===== src/design/vda_pkg.sv =====
// Shared types, widths and constants for the vector distance and angle block.
package vda_pkg;

  localparam int COORD_W   = 16;
  localparam int ANGLE_W   = 16;
  localparam int DIST_FRAC = 4;
  localparam int DIST_W    = COORD_W + 1 + DIST_FRAC;
  localparam int DIFF_W    = COORD_W + 1;
  localparam int SQ_W      = 2 * COORD_W;
  localparam int SUM_W     = SQ_W + 1;
  localparam int RAD_W     = 2 * DIST_W;
  localparam int REM_W     = DIST_W + 3;

  localparam int NORM_BIT  = 40;
  localparam int NORM_W    = NORM_BIT + 1;
  localparam int NSH       = $clog2(NORM_W);
  localparam int NSH_SPLIT = NSH / 2;

  localparam int CX_W         = NORM_BIT + 5;
  localparam int TURN_BITS    = 32;
  localparam int Z_W          = TURN_BITS;
  localparam int FULL_W       = TURN_BITS + 1;
  localparam int CORDIC_STEPS = 30;

  // arctangent of 2^-i in units of 2^-32 turn
  localparam logic [TURN_BITS-1:0] ATAN_TURN [0:CORDIC_STEPS-1] = '{
    536870912, 316933406, 167458907, 85004756, 42667331,
    21354465, 10679838, 5340245, 2670163, 1335087,
    667544, 333772, 166886, 83443, 41722,
    20861, 10430, 5215, 2608, 1304,
    652, 326, 163, 81, 41,
    20, 10, 5, 3, 1
  };

  localparam int FRONT_LAT      = 4;
  localparam int ANGLE_CORE_LAT = CORDIC_STEPS + 2;
  localparam int DIST_CORE_LAT  = DIST_W + 1;
  localparam int CORE_LAT       = (ANGLE_CORE_LAT > DIST_CORE_LAT) ?
                                  ANGLE_CORE_LAT : DIST_CORE_LAT;
  localparam int ANGLE_PAD      = CORE_LAT - ANGLE_CORE_LAT;
  localparam int DIST_PAD       = CORE_LAT - DIST_CORE_LAT;
  localparam int LATENCY        = FRONT_LAT + CORE_LAT;

  typedef struct packed {
    logic signed [COORD_W-1:0] origin_x;
    logic signed [COORD_W-1:0] origin_y;
    logic signed [COORD_W-1:0] target_x;
    logic signed [COORD_W-1:0] target_y;
  } vda_in_t;

  typedef struct packed {
    logic [DIST_W-1:0]  distance;
    logic [ANGLE_W-1:0] angle;
  } vda_out_t;

  typedef struct packed {
    logic dx_neg;
    logic dy_neg;
    logic dx_zero;
    logic coincide;
  } vda_quad_t;

endpackage


===== src/design/vda_sqrt.sv =====
// Pipelined digit-by-digit square root, one root bit per stage, rounded to nearest.
module vda_sqrt
  import vda_pkg::*;
(
  input  logic              clk,
  input  logic              rst,
  input  logic              in_valid,
  input  logic [RAD_W-1:0]  radicand,
  output logic              out_valid,
  output logic [DIST_W-1:0] distance
);

  localparam int N = DIST_W;

  logic [N:0]        vld;
  logic [N:1]        vld_q;
  logic [RAD_W-1:0]  rad  [0:N-1];
  logic [REM_W-1:0]  rem  [0:N];
  logic [DIST_W-1:0] root [0:N];

  assign vld     = {vld_q, in_valid};
  assign rad[0]  = radicand;
  assign rem[0]  = '0;
  assign root[0] = '0;

  always_ff @(posedge clk) begin
    if (rst) begin
      vld_q     <= '0;
      out_valid <= 1'b0;
    end else begin
      vld_q     <= vld[N-1:0];
      out_valid <= vld[N];
    end
  end

  for (genvar j = 0; j < N; j++) begin : g_bit
    logic [REM_W-1:0] rem_s, trial;
    logic             ge;

    assign rem_s = {rem[j][REM_W-3:0], rad[j][RAD_W-1 -: 2]};
    assign trial = REM_W'({root[j], 2'b01});
    assign ge    = (rem_s >= trial);

    always_ff @(posedge clk) begin
      if (vld[j]) begin
        rem[j+1]  <= ge ? rem_s - trial : rem_s;
        root[j+1] <= {root[j][DIST_W-2:0], ge};
      end
    end

    if (j < N - 1) begin : g_rad
      always_ff @(posedge clk) begin
        if (vld[j]) begin
          rad[j+1] <= rad[j] << 2;
        end
      end
    end
  end

  always_ff @(posedge clk) begin
    if (vld[N]) begin
      distance <= (rem[N] > REM_W'(root[N])) ? root[N] + DIST_W'(1) : root[N];
    end
  end

endmodule


===== config.mk =====
export PLATFORM = sky130hd
export DESIGN_NAME = vda_sqrt
export DESIGN_NICKNAME = d
export VERILOG_FILES = /design/src/design/vda_pkg.sv /design/src/design/vda_sqrt.sv
export SDC_FILE = /design/constraint.sdc
export NUM_CORES = 2
export LEC_CHECK = 0
export ABC_CLOCK_PERIOD_IN_PS = 7900
export BUFFER_PORTS_ARGS = -buffer_cell sky130_fd_sc_hd__buf_2
export CAP_MARGIN = 5
export CORE_ASPECT_RATIO = 1.2
export CORE_MARGIN = 5
export CORE_UTILIZATION = 45
export CTS_CLUSTER_SIZE = 40
export DETAILED_ROUTE_END_ITERATION = 8
export GPL_ROUTABILITY_DRIVEN = 0
export PLACE_DENSITY = 0.65
export SKIP_CTS_REPAIR_TIMING = 1
export SLEW_MARGIN = 15
export SYNTH_ARGS = -nofsm -noshare
export SYNTH_HDL_FRONTEND = slang
export SYNTH_SLANG_ARGS = --single-unit

===== constraint.sdc =====
create_clock -name clk -period 7.9 [get_ports clk]
set_input_delay 0.79 -clock clk [delete_from_list [all_inputs] [get_ports clk]]
set_output_delay 0.79 -clock clk [all_outputs]
set_load 0.02 [all_outputs]

==> out/metrics.cfg <==
[floorplan]
rows = 138
fp.dieH_um = 385.8
fp.dieW_um = 323.2
ios = 67
die_area_um2 = 124700
initial_utilization_pct = 45.11
core_area_um2 = 117400

[routing]
wl_mm = 94.76
wl_per_cell_um = 16.18
num_vias = 30860
drtIter0Drc = 1685
drtAntennaViolNets = 0
post-route-drc-count = 0
first_pass_iters = 5
avgViaCountPerCell = 5.267

[worst_setup_path]
r2r-end = g_bit[19].rem_s[4]
reg2reg_depth = 9
critPathKind = flop to flop
crit_fanout = 22
cp_cell_sequence = ha_1 > nor2b_1 > o2111a_1 > nor3_1 > nor2_1 > a31o_2 > o21ai_0 > and4_1 > mux2_2
endpoint_kind = flop
crit_path_max_incr_delay_ns = 0.96
reg2reg_slack_ns = 4.06
critPathLaunchType = flop
critPathRequiredTime_ns = 8.38
slowest_stage = and4_1
reg2reg_from = g_bit[18].rem_s[2]
critPathArrivalTime_ns = 4.32

[pwr]
clkPwrFrac_pct = 44.9
vdd_drop_max_uv = 202.3
p_sw_mw = 2.326
seqPwrFrac_pct = 54.2
power_density_nw_per_um2 = 205.8
internal-power_mw = 9.823
total_leakage_power_nw = 22.12
pwr-share-comb_pct = 0.9
swShare_pct = 19.15

[layout]
finalCoreUtilization_pct = 50.27
antennaDiodeCount = 0
regArea_um2 = 33740
area.growth.synth_to_final_pct = 11.44
nFillCells = 9980
multi_input_area_um2 = 17720
drive_above_1_share_pct = 9.217
nNetsFinal = 4545

[global_route]
grt-ovfl-total = 0
grt_first_pass_wirelength_mm = 155.5
antenna_found_initial = 0
grt_use_total_pct = 15.29
grt_pass1_vias = 31060
grt_max_degree = 63

[synth]
synth-async-reset-ratio_pct = 0
yosysTopAreaCell = edfxtp_1
postSynthAreaPerCell_um2 = 12.95
ys_ff_latch = 1130
synth-edff-count = 1108
synth_nets = 4411
synth_top_area_share_pct = 62.81
synth_cell_types = 89
ys_seq_area_share_pct = 63.64
synthTopCellsByArea = edfxtp_1 63%, ha_1 6.5%, xnor2_1 3.1%
synthFlopType = edfxtp_1
synth_cells = 4089
netlist_area_um2 = 52970
yosys_warnings = 0

[min_path]
whs_path_depth = 1
hold_end = rad[837]
hold_class = primary input to flop
hp-start = radicand[37]

[clock_network]
insertion_delay_ns = 0.73
clockBufferDepth = 3
clk_pin_slew_ns = 0.06
htreeDepth = 3
cts_buffers = 110
root_buffer = clkbuf_16
cts.sinks = 1130
cts_tree = done

[sta]
hold_violations = 0
fmax_mhz = 260.1
slew-limit-headroom_pct = 24.03
maxSlewViolCount = 0
skew_ns = 0.07276
setup_viol = 0
tns_ns = 0
period_share_pct = 48.66
worst_pin_slew_ns = 1.140
period_minus_slack_ns = 3.844
rsz0062_at_grt = no

[run_status]
status = complete, no violations

[placed_design]
port_buffers = 66
dp_hpwl_mm = 71.70

[flow_run]
maxCapViolations = 0

metal layers:
layer | vias to the layer above | global-route usage [%] | routed length [µm]
li1 | 15420 | - | -
met1 | 14710 | 16.12 | 35480
met2 | 504 | 29.91 | 52410
met3 | 215 | 2.074 | 3008
met4 | 0 | 6.989 | 3849
met5 | - | 0 | 0
cell usage in the layout (no fill, tap or decap), types with 12 or more instances in the layout:
cell type and n:
nor3_1 113, a21oi_1 211, nand4_1 40, edfxtp_1 1108, nor2_1 199, o21a_1 54
xor2_1 167, or3_1 39, or2_2 22, a211oi_1 21, o21ai_0 226, nor2b_1 67
nand3_1 65, mux2i_1 13, o21bai_1 21, buf_2 66, and3_1 17, inv_1 335
o31ai_1 26, o211ai_1 15, or4_1 23, a31oi_1 19, and2_1 12, buf_4 26
xnor2_1 187, clkinv_1 19, clkinv_2 17, dfxtp_2 18, clkbuf_16 111, nand2b_1 52
mux2_2 55, ha_1 277, clkbuf_1 18, bufinv_16 17, nand2_1 285, a21o_1 93
nor4_1 46
cells by family after synthesis:
kind of cell	Yosys count	synth area share, %
fa+ha+maj	277	6.543
mux	68	1.415
simple gates	1043	9.909
xor+xnor	354	5.853
other cells	1	0.007080
flops	1130	63.64
buf+inv	408	3.012
compound gates	808	9.616
power groups by stage:
stage / Clock [mW] / Sequential [mW] / Combinational (mW)
after detailed placement: 0 / 6.72 / 0.113
after global routing: 5.87 / 6.59 / 0.127
final: 5.45 / 6.59 / 0.111
after global placement: 0 / 6.72 / 0.110
after floorplan: 0 / 6.72 / 0.0660
after CTS: 5.61 / 6.59 / 0.113
sequential cells by signal (all words and copies together), names as in the netlist:
signal       count
distance        21
g_bit.rem_s    452
g_bit.trial    210
out_valid        1
rad            380
rem             24
root            21
vld_q           21
worst max-delay path: cells and delay by family, from the launching register on:
family                   cells  cell delay (ns)
AO/OA/AOI/OAI                3             0.74
flip-flops                   1             0.38
multiplexers                 1             0.42
adder cells (fa/ha/maj)      1             0.38
AND/OR/NAND/NOR              4             1.67
cell type report:
cell class / instances / area share [%]
inverters: 338 / 2.149
flip-flops and latches: 1130 / 57.16
clock inverters: 72 / 1.558
well taps: 1540 / 3.264
multi-input cells: 2551 / 30.01
repair buffers: 92 / 0.8903
clock buffers: 135 / 4.960
stage by stage:
step                      cells  total power, mW  setup slack, ns  hold slack (ns)  instance area, µm²
final                      5858            12.15            4.056           0.2373               59030
after global routing       5858            12.59            3.852           0.1981               59030
after CTS                  5858            12.31            4.021           0.1645               59020
after detailed placement   5651            6.830            4.071           0.4045               55180
after global placement     5651            6.826            4.112           0.4007               55180
after floorplan            4089            6.787            4.933           0.4003               52970
cells in the mapped netlist, types with 10 or more instances:
| cell | number |
|---|---|
| edfxtp_1 | 1108 |
| nand4_1 | 40 |
| nor3b_1 | 10 |
| nand3_1 | 65 |
| nor4_1 | 46 |
| o211ai_1 | 15 |
| xnor2_1 | 187 |
| mux2i_1 | 13 |
| or3_1 | 39 |
| or4_1 | 23 |
| mux2_2 | 55 |
| ha_1 | 277 |
| buf_2 | 18 |
| o21a_1 | 54 |
| a211oi_1 | 22 |
| a31oi_1 | 20 |
| nor3_1 | 113 |
| clkbuf_1 | 40 |
| a21oi_1 | 213 |
| o21ai_0 | 226 |
| inv_1 | 335 |
| nand2_1 | 285 |
| a211o_1 | 10 |
| and3_1 | 17 |
| a21o_1 | 93 |
| nor2b_1 | 67 |
| and2_1 | 12 |
| nor2_1 | 199 |
| o31ai_1 | 27 |
| and4_1 | 11 |
| dfxtp_1 | 22 |
| or2_2 | 22 |
| o21bai_1 | 21 |
| nand2b_1 | 52 |
| xor2_1 | 167 |
how the worst max path moves through the flow:
stage	startpoint	endpoint	slack, ns	depth (start not counted)
6_report	g_bit[18].rem_s[2]	g_bit[19].rem_s[4]	4.06	9
5_1_grt	g_bit[18].rem_s[2]	g_bit[19].rem_s[18]	3.85	9
4_1_cts	g_bit[18].rem_s[2]	g_bit[19].rem_s[4]	4.02	9
3_5_place_dp	g_bit[18].rem_s[2]	g_bit[19].rem_s[4]	4.07	9
3_3_place_gp	g_bit[18].rem_s[2]	g_bit[19].rem_s[8]	4.11	9
2_1_floorplan	g_bit[18].rem_s[2]	g_bit[19].rem_s[16]	4.93	11
Note: power is estimated with default switching activity, not from simulation.
