## src/design/vda_pkg.sv

```systemverilog
// Shared types, widths and constants for the vector distance and angle block.
package vda_pkg;

  localparam int COORD_W   = 16;
  localparam int ANGLE_W   = 16;
  localparam int DIST_FRAC = 4;
  localparam int DIST_W    = COORD_W + 1 + DIST_FRAC;
  localparam int DIFF_W    = COORD_W + 1;
  localparam int SQ_W      = 2 * COORD_W;
  localparam int SUM_W     = SQ_W + 1;
  localparam int RAD_W     = 2 * DIST_W;
  localparam int REM_W     = DIST_W + 3;

  localparam int NORM_BIT  = 40;
  localparam int NORM_W    = NORM_BIT + 1;
  localparam int NSH       = $clog2(NORM_W);
  localparam int NSH_SPLIT = NSH / 2;

  localparam int CX_W         = NORM_BIT + 5;
  localparam int TURN_BITS    = 32;
  localparam int Z_W          = TURN_BITS;
  localparam int FULL_W       = TURN_BITS + 1;
  localparam int CORDIC_STEPS = 30;

  // arctangent of 2^-i in units of 2^-32 turn
  localparam logic [TURN_BITS-1:0] ATAN_TURN [0:CORDIC_STEPS-1] = '{
    536870912, 316933406, 167458907, 85004756, 42667331,
    21354465, 10679838, 5340245, 2670163, 1335087,
    667544, 333772, 166886, 83443, 41722,
    20861, 10430, 5215, 2608, 1304,
    652, 326, 163, 81, 41,
    20, 10, 5, 3, 1
  };

  localparam int FRONT_LAT      = 4;
  localparam int ANGLE_CORE_LAT = CORDIC_STEPS + 2;
  localparam int DIST_CORE_LAT  = DIST_W + 1;
  localparam int CORE_LAT       = (ANGLE_CORE_LAT > DIST_CORE_LAT) ?
                                  ANGLE_CORE_LAT : DIST_CORE_LAT;
  localparam int ANGLE_PAD      = CORE_LAT - ANGLE_CORE_LAT;
  localparam int DIST_PAD       = CORE_LAT - DIST_CORE_LAT;
  localparam int LATENCY        = FRONT_LAT + CORE_LAT;

  typedef struct packed {
    logic signed [COORD_W-1:0] origin_x;
    logic signed [COORD_W-1:0] origin_y;
    logic signed [COORD_W-1:0] target_x;
    logic signed [COORD_W-1:0] target_y;
  } vda_in_t;

  typedef struct packed {
    logic [DIST_W-1:0]  distance;
    logic [ANGLE_W-1:0] angle;
  } vda_out_t;

  typedef struct packed {
    logic dx_neg;
    logic dy_neg;
    logic dx_zero;
    logic coincide;
  } vda_quad_t;

endpackage

```

## src/design/vda_front.sv

```systemverilog
// Front stages: differences, magnitudes, squares and CORDIC input normalisation.
module vda_front
  import vda_pkg::*;
(
  input  logic              clk,
  input  logic              rst,
  input  logic              in_valid,
  input  vda_in_t           points,
  output logic              out_valid,
  output vda_quad_t         quad,
  output logic [RAD_W-1:0]  radicand,
  output logic [NORM_W-1:0] norm_x,
  output logic [NORM_W-1:0] norm_y
);

  logic [FRONT_LAT-1:0]     vld;
  logic signed [DIFF_W-1:0] dx, dy, dx_next, dy_next;
  logic [COORD_W-1:0]       ax, ay, ax_next, ay_next;
  vda_quad_t                quad_next, quad_s2, quad_s3;
  logic [SQ_W-1:0]          sq_x, sq_y;
  logic [SUM_W-1:0]         sum;
  logic [RAD_W-1:0]         rad_next;
  logic [NORM_W-1:0]        half_x, half_y, half_x_next, half_y_next;
  logic [NORM_W-1:0]        norm_x_next, norm_y_next;

  assign dx_next = {points.target_x[COORD_W-1], points.target_x}
                 - {points.origin_x[COORD_W-1], points.origin_x};
  assign dy_next = {points.target_y[COORD_W-1], points.target_y}
                 - {points.origin_y[COORD_W-1], points.origin_y};

  assign ax_next = dx[DIFF_W-1] ? COORD_W'(-dx) : COORD_W'(dx);
  assign ay_next = dy[DIFF_W-1] ? COORD_W'(-dy) : COORD_W'(dy);

  assign quad_next.dx_neg   = dx[DIFF_W-1];
  assign quad_next.dy_neg   = dy[DIFF_W-1];
  assign quad_next.dx_zero  = (dx == '0);
  assign quad_next.coincide = (dx == '0) && (dy == '0);

  // normalise: largest shifts first, larger of x and y ends up on NORM_BIT
  always_comb begin
    half_x_next = NORM_W'(ax);
    half_y_next = NORM_W'(ay);
    for (int k = NSH - 1; k >= NSH_SPLIT; k--) begin
      if (((half_x_next | half_y_next) >> (NORM_W - (1 << k))) == '0) begin
        half_x_next = half_x_next << (1 << k);
        half_y_next = half_y_next << (1 << k);
      end
    end
  end

  always_comb begin
    norm_x_next = half_x;
    norm_y_next = half_y;
    for (int k = NSH_SPLIT - 1; k >= 0; k--) begin
      if (((norm_x_next | norm_y_next) >> (NORM_W - (1 << k))) == '0) begin
        norm_x_next = norm_x_next << (1 << k);
        norm_y_next = norm_y_next << (1 << k);
      end
    end
  end

  assign sum      = SUM_W'(sq_x) + SUM_W'(sq_y);
  assign rad_next = RAD_W'(sum) << (2 * DIST_FRAC);

  always_ff @(posedge clk) begin
    if (rst) begin
      vld <= '0;
    end else begin
      vld <= {vld[FRONT_LAT-2:0], in_valid};
    end
  end

  always_ff @(posedge clk) begin
    if (in_valid) begin
      dx <= dx_next;
      dy <= dy_next;
    end
    if (vld[0]) begin
      ax      <= ax_next;
      ay      <= ay_next;
      quad_s2 <= quad_next;
    end
    if (vld[1]) begin
      sq_x    <= ax * ax;
      sq_y    <= ay * ay;
      half_x  <= half_x_next;
      half_y  <= half_y_next;
      quad_s3 <= quad_s2;
    end
    if (vld[2]) begin
      radicand <= rad_next;
      norm_x   <= norm_x_next;
      norm_y   <= norm_y_next;
      quad     <= quad_s3;
    end
  end

  assign out_valid = vld[FRONT_LAT-1];

endmodule

```

## config.mk

```make
export PLATFORM = sky130hd
export DESIGN_NAME = vda_front
export DESIGN_NICKNAME = d
export VERILOG_FILES = /design/src/design/vda_pkg.sv /design/src/design/vda_front.sv
export SDC_FILE = /design/constraint.sdc
export NUM_CORES = 1
export LEC_CHECK = 0
export BUFFER_PORTS_ARGS = -buffer_cell sky130_fd_sc_hd__buf_4
export CORE_UTILIZATION = 55
export DETAILED_ROUTE_END_ITERATION = 6
export GPL_ROUTABILITY_DRIVEN = 0
export GPL_TIMING_DRIVEN = 0
export PLACE_DENSITY_LB_ADDON = 0.3
export SYNTH_ARGS = -nofsm -noshare
export SYNTH_HDL_FRONTEND = slang
export SYNTH_SLANG_ARGS = --single-unit
export TNS_END_PERCENT = 5
```

## constraint.sdc

```tcl
create_clock -name clk -period 5.8 [get_ports clk]
set_clock_uncertainty 0.2 [all_clocks]
set_input_delay 1.16 -clock clk [delete_from_list [all_inputs] [get_ports clk]]
set_output_delay 1.16 -clock clk [all_outputs]
set_load 0.02 [all_outputs]
```

==> flow_summary.ini, run 1 <==
[run_status]
status = finished, violations left
failing_checks = design-rule violations, negative setup slack

[floorplan]
io_pins = 196
initial_core_util = 0.557
die_h_um = 241
core-area_um2 = 56300
rows = 87
die_w_um = 241
floorplan.die_area_um2 = 57900

[timing]
final_period_minus_worst_setup_slack_ns = 6.30
worst_path_setup_slack_after_routing_ns = -0.504
timing.final.hold_violations = 0
max_freq_ghz = 0.159
rsz0062_at_grt = true
hold_ws_ns = 0.224
slew_headroom = 0.433
setup_violations = 31
timing.final.max_slew_violations = 0
finalCritPeriodShare = 1.09
worstMarginPinSlew_ns = 0.843

[clock_network]
cts_max_path_buffers = 3
cts.htree.levels = 2
insertion_delay_ns = 0.57
cts_hold_buf = 0
clock_tree.root_cell = sky130_fd_sc_hd__clkbuf_16
clkSinkCount = 341
tritoncts = built
clk_pin_slew_worst_paths_ns = 0.06
total_cts_buffers = 38

[layout]
final_cell_mix = sky130_fd_sc_hd__inv_1, sky130_fd_sc_hd__nand2_1, sky130_fd_sc_hd__edfxtp_1, sky130_fd_sc_hd__fa_1, sky130_fd_sc_hd__buf_4
insertedDiodeCount = 0
instances_no_fill = 4231
final_nets = 4105
proportion_of_layout_cells_with_a_drive_suffix_above_1 = 0.170
syn2layout_area_growth_pct = 18.5
most_frequent_standard_cell_in_the_layout_excluding_fill_and_tap_cells = sky130_fd_sc_hd__inv_1

[logic_synthesis]
netlist_top_cells_area = sky130_fd_sc_hd__edfxtp_1, sky130_fd_sc_hd__fa_1, sky130_fd_sc_hd__ha_1, sky130_fd_sc_hd__inv_1, sky130_fd_sc_hd__nand2_1
average_instance_area_after_synthesis_um2 = 10.2
netlist_area_um2 = 31300
post_synth_num_cell_types = 70
count_of_flip_flops_with_a_built_in_enable_after_synthesis = 337
synth_top_area_share = 0.323
syn_inst = 3076
yosysWarningCount = 0
fraction_of_the_yosys_area_taken_by_sequential_cells = 0.326
main_synth_ff_type = sky130_fd_sc_hd__edfxtp_1
register_bit_total_from_synthesis = 341
yosysTopAreaCell = sky130_fd_sc_hd__edfxtp_1
synth-async-reset-ratio = 0

[worst_setup_path]
timing.critical_path.from_type = flop
arrival_time_of_the_worst_setup_path_ns = 6.42
worst-endpoint-required_ns = 5.92
worst_setup_path_end_kind = flop
crit_path_max_fanout = 9
critPathKind = reg2reg

[place]
place_ws_ns = -1.07
dp.final_hpwl_mm = 58.8
place.port_buffers = 186
dp.cells = 4078

[grt]
first_global_vias = 24300
overflow = 0
grt_start_max_net_pins = 74
antenna_violations_before_repair = 0
grt_first_pass_wirelength_mm = 120
grt_util_all_layers = 0.268

[route]
ant_nets = 0
finalWirelength_mm = 76.5
routed-via-count = 23300
drt-wirelength-per-cell_um = 18.1
vias_per_cell = 5.50
pre_antenna_drt_iters = 7
drc = 1
dr.first_iter.drc_count = 1505

[run]
timing.max_cap.violations = 0

[worst_hold_path]
holdCritPathClass = reg2reg
## kinds of logic after synthesis
family | Yosys count | synth area share
AND/OR/NAND/NOR | 832 | 0.118
adder cells (fa/ha/maj) | 593 | 0.315
buffers and inverters | 674 | 0.0844
multiplexers | 135 | 0.0434
XOR/XNOR | 146 | 0.0408
flip-flops | 341 | 0.326
other | 1 | 0.000120
AO/OA/AOI/OAI | 354 | 0.0721
## what timing repair did
| action | 4_1_cts | 5_1_grt |
|---|---|---|
| pin swaps | 33 | 53 |
| endpoints found under the hold margin | 0 | 0 |
| cloned | 0 | 0 |
| setup endpoints to repair | 41 | 41 |
| buffers inserted | 69 | 18 |
| resized for setup | 98 | 98 |
## flip-flops by register name, summed over array words and instances, names as in the netlist
signal and cells:
ax 16, half_x 41, sq_x 31, quad_s3 4
quad_s2 4, vld 4, norm_y 41, norm_x 41
half_y 41, quad 4, sq_y 31, radicand 33
dx 17, dy 17, ay 16
## cell type report
type                            count  area, um^2
Buffer                             98         868
Clock buffer                       48        1030
Clock inverter                     22         223
Fill cell                        4232       19200
Inverter                          572        2170
Multi-Input combinational cell   2117       19500
Sequential cell                   341       10200
Tap cell                          756         946
Timing Repair Buffer              277        2190
## synthesized netlist by cell type, types with 3 or more instances
master                       n
sky130_fd_sc_hd__inv_1     570
sky130_fd_sc_hd__o31ai_1    13
sky130_fd_sc_hd__a31o_2      6
sky130_fd_sc_hd__edfxtp_1  337
sky130_fd_sc_hd__and3_1     11
sky130_fd_sc_hd__buf_6       4
sky130_fd_sc_hd__dfxtp_1     4
sky130_fd_sc_hd__fa_1      326
sky130_fd_sc_hd__a22oi_1     3
sky130_fd_sc_hd__a21boi_0    3
sky130_fd_sc_hd__o41ai_1     8
sky130_fd_sc_hd__o21bai_1    9
sky130_fd_sc_hd__xor2_1     42
sky130_fd_sc_hd__nand2_1   430
sky130_fd_sc_hd__mux2_2      7
sky130_fd_sc_hd__a41oi_1     3
sky130_fd_sc_hd__nand2b_1   18
sky130_fd_sc_hd__buf_2      16
sky130_fd_sc_hd__nor2_1    149
sky130_fd_sc_hd__nor2b_1    26
sky130_fd_sc_hd__o21ai_0    66
sky130_fd_sc_hd__o211ai_1    6
sky130_fd_sc_hd__a21oi_1   112
sky130_fd_sc_hd__buf_4      17
sky130_fd_sc_hd__or3_1       5
sky130_fd_sc_hd__a221oi_1    6
sky130_fd_sc_hd__and2_1     81
sky130_fd_sc_hd__ha_1      267
sky130_fd_sc_hd__o311ai_0    3
sky130_fd_sc_hd__o21ai_1     3
sky130_fd_sc_hd__or2_2      12
sky130_fd_sc_hd__nor3_1     31
sky130_fd_sc_hd__nor4_1     17
sky130_fd_sc_hd__a31oi_1    17
sky130_fd_sc_hd__a21o_1     41
sky130_fd_sc_hd__xnor2_1   104
sky130_fd_sc_hd__nand3_1    28
sky130_fd_sc_hd__or4_1       3
sky130_fd_sc_hd__nand4_1     9
sky130_fd_sc_hd__o21a_1     21
sky130_fd_sc_hd__mux2i_1   128
sky130_fd_sc_hd__a211oi_1   14
sky130_fd_sc_hd__clkbuf_1   64
## per-stage QoR
stage | util | TNS, ns | instance area, um^2
after floorplan | - | -0.416 | 32000
after global placement | 0.610 | -21.18 | 34300
after detailed placement | 0.612 | -25.09 | 34400
after CTS | 0.651 | -10.52 | 36600
after global routing | 0.659 | -16.31 | 37100
final | 0.659 | -9.62 | 37100
## layer usage
| metal | GRT usage | share of wire | up-vias |
|---|---|---|---|
| met3 | 0.0520 | 0.086 | 229 |
| met2 | 0.467 | 0.49 | 992 |
| li1 | - | - | 10700 |
| met4 | 0.106 | 0.037 | 0 |
| met5 | 0 | 0 | - |
| met1 | 0.327 | 0.38 | 11300 |
## path summary, 6_finish.rpt
path | start | to | slack [ns] | depth (start not counted)
worst max-delay path | ax[4] | sq_x[28] | -0.50 | 22
worst min-delay path | quad_s2[3] | quad_s3[3] | 0.22 | 0
worst max register to register | ax[4] | sq_x[28] | -0.50 | 22
worst min register to register | quad_s2[3] | quad_s3[3] | 0.22 | 0
## critical path, cell delays in order, from the launching register on
cell and delay [ns]:
sky130_fd_sc_hd__edfxtp_1 0.51, sky130_fd_sc_hd__clkbuf_8 0.21, sky130_fd_sc_hd__buf_12 0.14, sky130_fd_sc_hd__nand2_1 0.10, sky130_fd_sc_hd__inv_1 0.06, sky130_fd_sc_hd__fa_1 0.48, sky130_fd_sc_hd__inv_1 0.05, sky130_fd_sc_hd__fa_1 0.48
sky130_fd_sc_hd__inv_1 0.06, sky130_fd_sc_hd__fa_2 0.45, sky130_fd_sc_hd__fa_1 0.51, sky130_fd_sc_hd__fa_1 0.50, sky130_fd_sc_hd__inv_1 0.06, sky130_fd_sc_hd__fa_1 0.50, sky130_fd_sc_hd__inv_1 0.05, sky130_fd_sc_hd__ha_1 0.37
sky130_fd_sc_hd__nand2_1 0.10, sky130_fd_sc_hd__nor4_2 0.32, sky130_fd_sc_hd__nor2_2 0.13, sky130_fd_sc_hd__o2111a_1 0.28, sky130_fd_sc_hd__o31ai_1 0.24, sky130_fd_sc_hd__a21oi_1 0.12, sky130_fd_sc_hd__xnor2_1 0.13
Power of run 1 is left out: the tool's default activity adds up to more than one toggle a clock period on the data nets, which glitch-free logic cannot reach.
==> run 2: changes to the inputs <==
==> constraint.sdc (replaced) <==
create_clock -name clk -period 5.8 [get_ports clk]
set_clock_uncertainty 0.2 [all_clocks]
set_input_delay 0.29 -clock clk [delete_from_list [all_inputs] [get_ports clk]]
set_output_delay 0.29 -clock clk [all_outputs]
set_load 0.02 [all_outputs]
==> run 2 against run 1 <==
The flow still finishes with violations (design-rule violations, negative setup slack). Critical path depth up 3. Via count is essentially flat. Global-route usage about the same. Non-clock buffer count is 10 higher. Flip-flop and latch count did not move. Cell count is 0.24% higher. Critical path type unchanged. Critical endpoint is now sq_x[25].
==> flow_summary.ini, run 2 (synthesized netlist as in run 1, its figures left out) <==
[worst_setup_path]
worst-endpoint-required_ns = 5.91
cpMaxStageDelayCell = sky130_fd_sc_hd__edfxtp_1
rr_startpoint = ax[1]
reg2regPathDepth = 25
worst_setup_path_end_kind = flop
crit_path_max_fanout = 10
startpoint = ax[1]
largest_stage_delay_on_the_critical_path_ns = 0.52
critPathTopFamily = adder cells
critical-path-top-cell-by-count = sky130_fd_sc_hd__fa_1
critPathKind = reg2reg
timing.reg2reg.setup_slack_ns = -0.51
crit_path_end = sq_x[25]
critPathBufInv = 9
arrival_time_of_the_worst_setup_path_ns = 6.42
worstSetupPathDepth = 25
timing.rr.end = sq_x[25]
timing.critical_path.from_type = flop

[floorplan]
die_h_um = 241
die_w_um = 241
floorplan.die_area_um2 = 57900
core-area_um2 = 56300
rows = 87
initial_core_util = 0.557
io_pins = 196

[timing]
worst_path_setup_slack_after_routing_ns = -0.511
rsz0062_at_grt = true
timing.final.max_slew_violations = 0
max_freq_ghz = 0.158
timing.final.hold_violations = 0
final_period_minus_worst_setup_slack_ns = 6.31
worstMarginPinSlew_ns = 0.870
finalCritPeriodShare = 1.09
slew_headroom = 0.414
setup_violations = 31

[route]
routed-via-count = 23300
ant_nets = 0
finalWirelength_mm = 76.7
dr.first_iter.drc_count = 1384
pre_antenna_drt_iters = 7
drc = 3
vias_per_cell = 5.49
drt-wirelength-per-cell_um = 18.1

[grt]
grt_first_pass_wirelength_mm = 120
grt.met3_usage = 0.0520
antenna_violations_before_repair = 0
globalRouteMet2Util = 0.468
grt_util_all_layers = 0.269
global_route.peak_usage_layer = met2
first_global_vias = 24400
groute.layer.met1.usage = 0.327
grt_start_max_net_pins = 74
overflow = 0

[place]
dp.final_hpwl_mm = 58.8
dp.cells = 4078
place.port_buffers = 186

[clock_network]
cts.htree.levels = 2
total_cts_buffers = 38
insertion_delay_ns = 0.57
cts_max_path_buffers = 3
tritoncts = built
clk_pin_slew_worst_paths_ns = 0.06
clkSinkCount = 341
clock_tree.root_cell = sky130_fd_sc_hd__clkbuf_16

[worst_hold_path]
min_delay_path_depth = 3
holdCritPathClass = in2reg

[run_status]
failing_checks = design-rule violations, negative setup slack
status = finished, violations left

[layout]
final_cell_mix = sky130_fd_sc_hd__inv_1, sky130_fd_sc_hd__nand2_1, sky130_fd_sc_hd__edfxtp_1, sky130_fd_sc_hd__fa_1, sky130_fd_sc_hd__buf_4
instances_no_fill = 4241
syn2layout_area_growth_pct = 18.8
fillerInstances = 4217
proportion_of_layout_cells_with_a_drive_suffix_above_1 = 0.170
insertedDiodeCount = 0
final_nets = 4115
most_frequent_standard_cell_in_the_layout_excluding_fill_and_tap_cells = sky130_fd_sc_hd__inv_1

[run]
timing.max_cap.violations = 0
[run 2: cell types whose count changed in the layout (fill, tap and decap cells not counted), sizes merged]
| cell | change |
|---|---|
| dlygate4sd3 | +10 |
[run 2: cell type report]
type	count	area, um^2	area share
multi-input combinational	2117	19500	0.523
sequential	341	10200	0.274
timing repair buffer	287	2290	0.0615
inverter	572	2170	0.0582
clock buffer	48	1030	0.0277
tap	756	946	0.0254
buffer	98	868	0.0233
clock inverter	22	223	0.00599
[run 2: worst min path at each step]
stage | from | to | slack [ns]
floorplan | rst | vld[0] | 0.16
global placement | quad_s2[1] | quad_s3[1] | 0.21
detailed placement | quad_s3[3] | quad[3] | 0.21
CTS | points[27] | dx[11] | 0.001
global route | points[27] | dx[11] | 0.02
finish | points[26] | dx[10] | 0.02
[run 2: through the flow]
step	worst slack, ns	setup TNS (ns)	hold WS [ns]	area [um^2]	utilization
after floorplan	-0.0849	-0.416	0.162	32000	-
after global placement	-0.947	-21.18	0.208	34300	0.610
after detailed placement	-1.07	-25.09	0.212	34400	0.612
after CTS	-0.554	-10.52	0.00116	36700	0.653
after global routing	-0.755	-16.31	0.0190	37200	0.661
final	-0.511	-9.81	0.0220	37200	0.661
[run 2: worst register-to-register path, cell delays in order (launching register included)]
cell	delay, ns
sky130_fd_sc_hd__edfxtp_1	0.52
sky130_fd_sc_hd__clkbuf_8	0.21
sky130_fd_sc_hd__buf_8	0.14
sky130_fd_sc_hd__nand2_4	0.07
sky130_fd_sc_hd__inv_1	0.05
sky130_fd_sc_hd__fa_1	0.47
sky130_fd_sc_hd__inv_1	0.05
sky130_fd_sc_hd__fa_1	0.52
sky130_fd_sc_hd__inv_1	0.05
sky130_fd_sc_hd__fa_1	0.50
sky130_fd_sc_hd__fa_1	0.43
sky130_fd_sc_hd__fa_1	0.49
sky130_fd_sc_hd__inv_1	0.05
sky130_fd_sc_hd__fa_1	0.47
sky130_fd_sc_hd__inv_1	0.04
sky130_fd_sc_hd__ha_1	0.27
sky130_fd_sc_hd__clkbuf_8	0.15
sky130_fd_sc_hd__o21a_1	0.16
sky130_fd_sc_hd__o21ai_4	0.09
sky130_fd_sc_hd__a211oi_4	0.30
sky130_fd_sc_hd__nor3_4	0.10
sky130_fd_sc_hd__buf_6	0.14
sky130_fd_sc_hd__o311ai_4	0.25
sky130_fd_sc_hd__nand4_1	0.12
sky130_fd_sc_hd__o311ai_1	0.11
sky130_fd_sc_hd__a21oi_1	0.08
[run 2: layer usage]
layer  vias up  part of all wire
li1      10700                 -
met1     11400              0.39
met5         -                 0
met2       948              0.49
met4         0             0.038
met3       234             0.083
[run 2: timing repair]
action | 4_1_cts | 5_1_grt
pin swaps | 33 | 53
setup buffers | 69 | 18
endpoints found under the setup margin | 41 | 41
hold endpoints to repair | 45 | 0
hold buffers | 10 | 0
gates cloned | 0 | 0
gates resized for setup | 98 | 98
Power of run 2 is left out for the same reason.
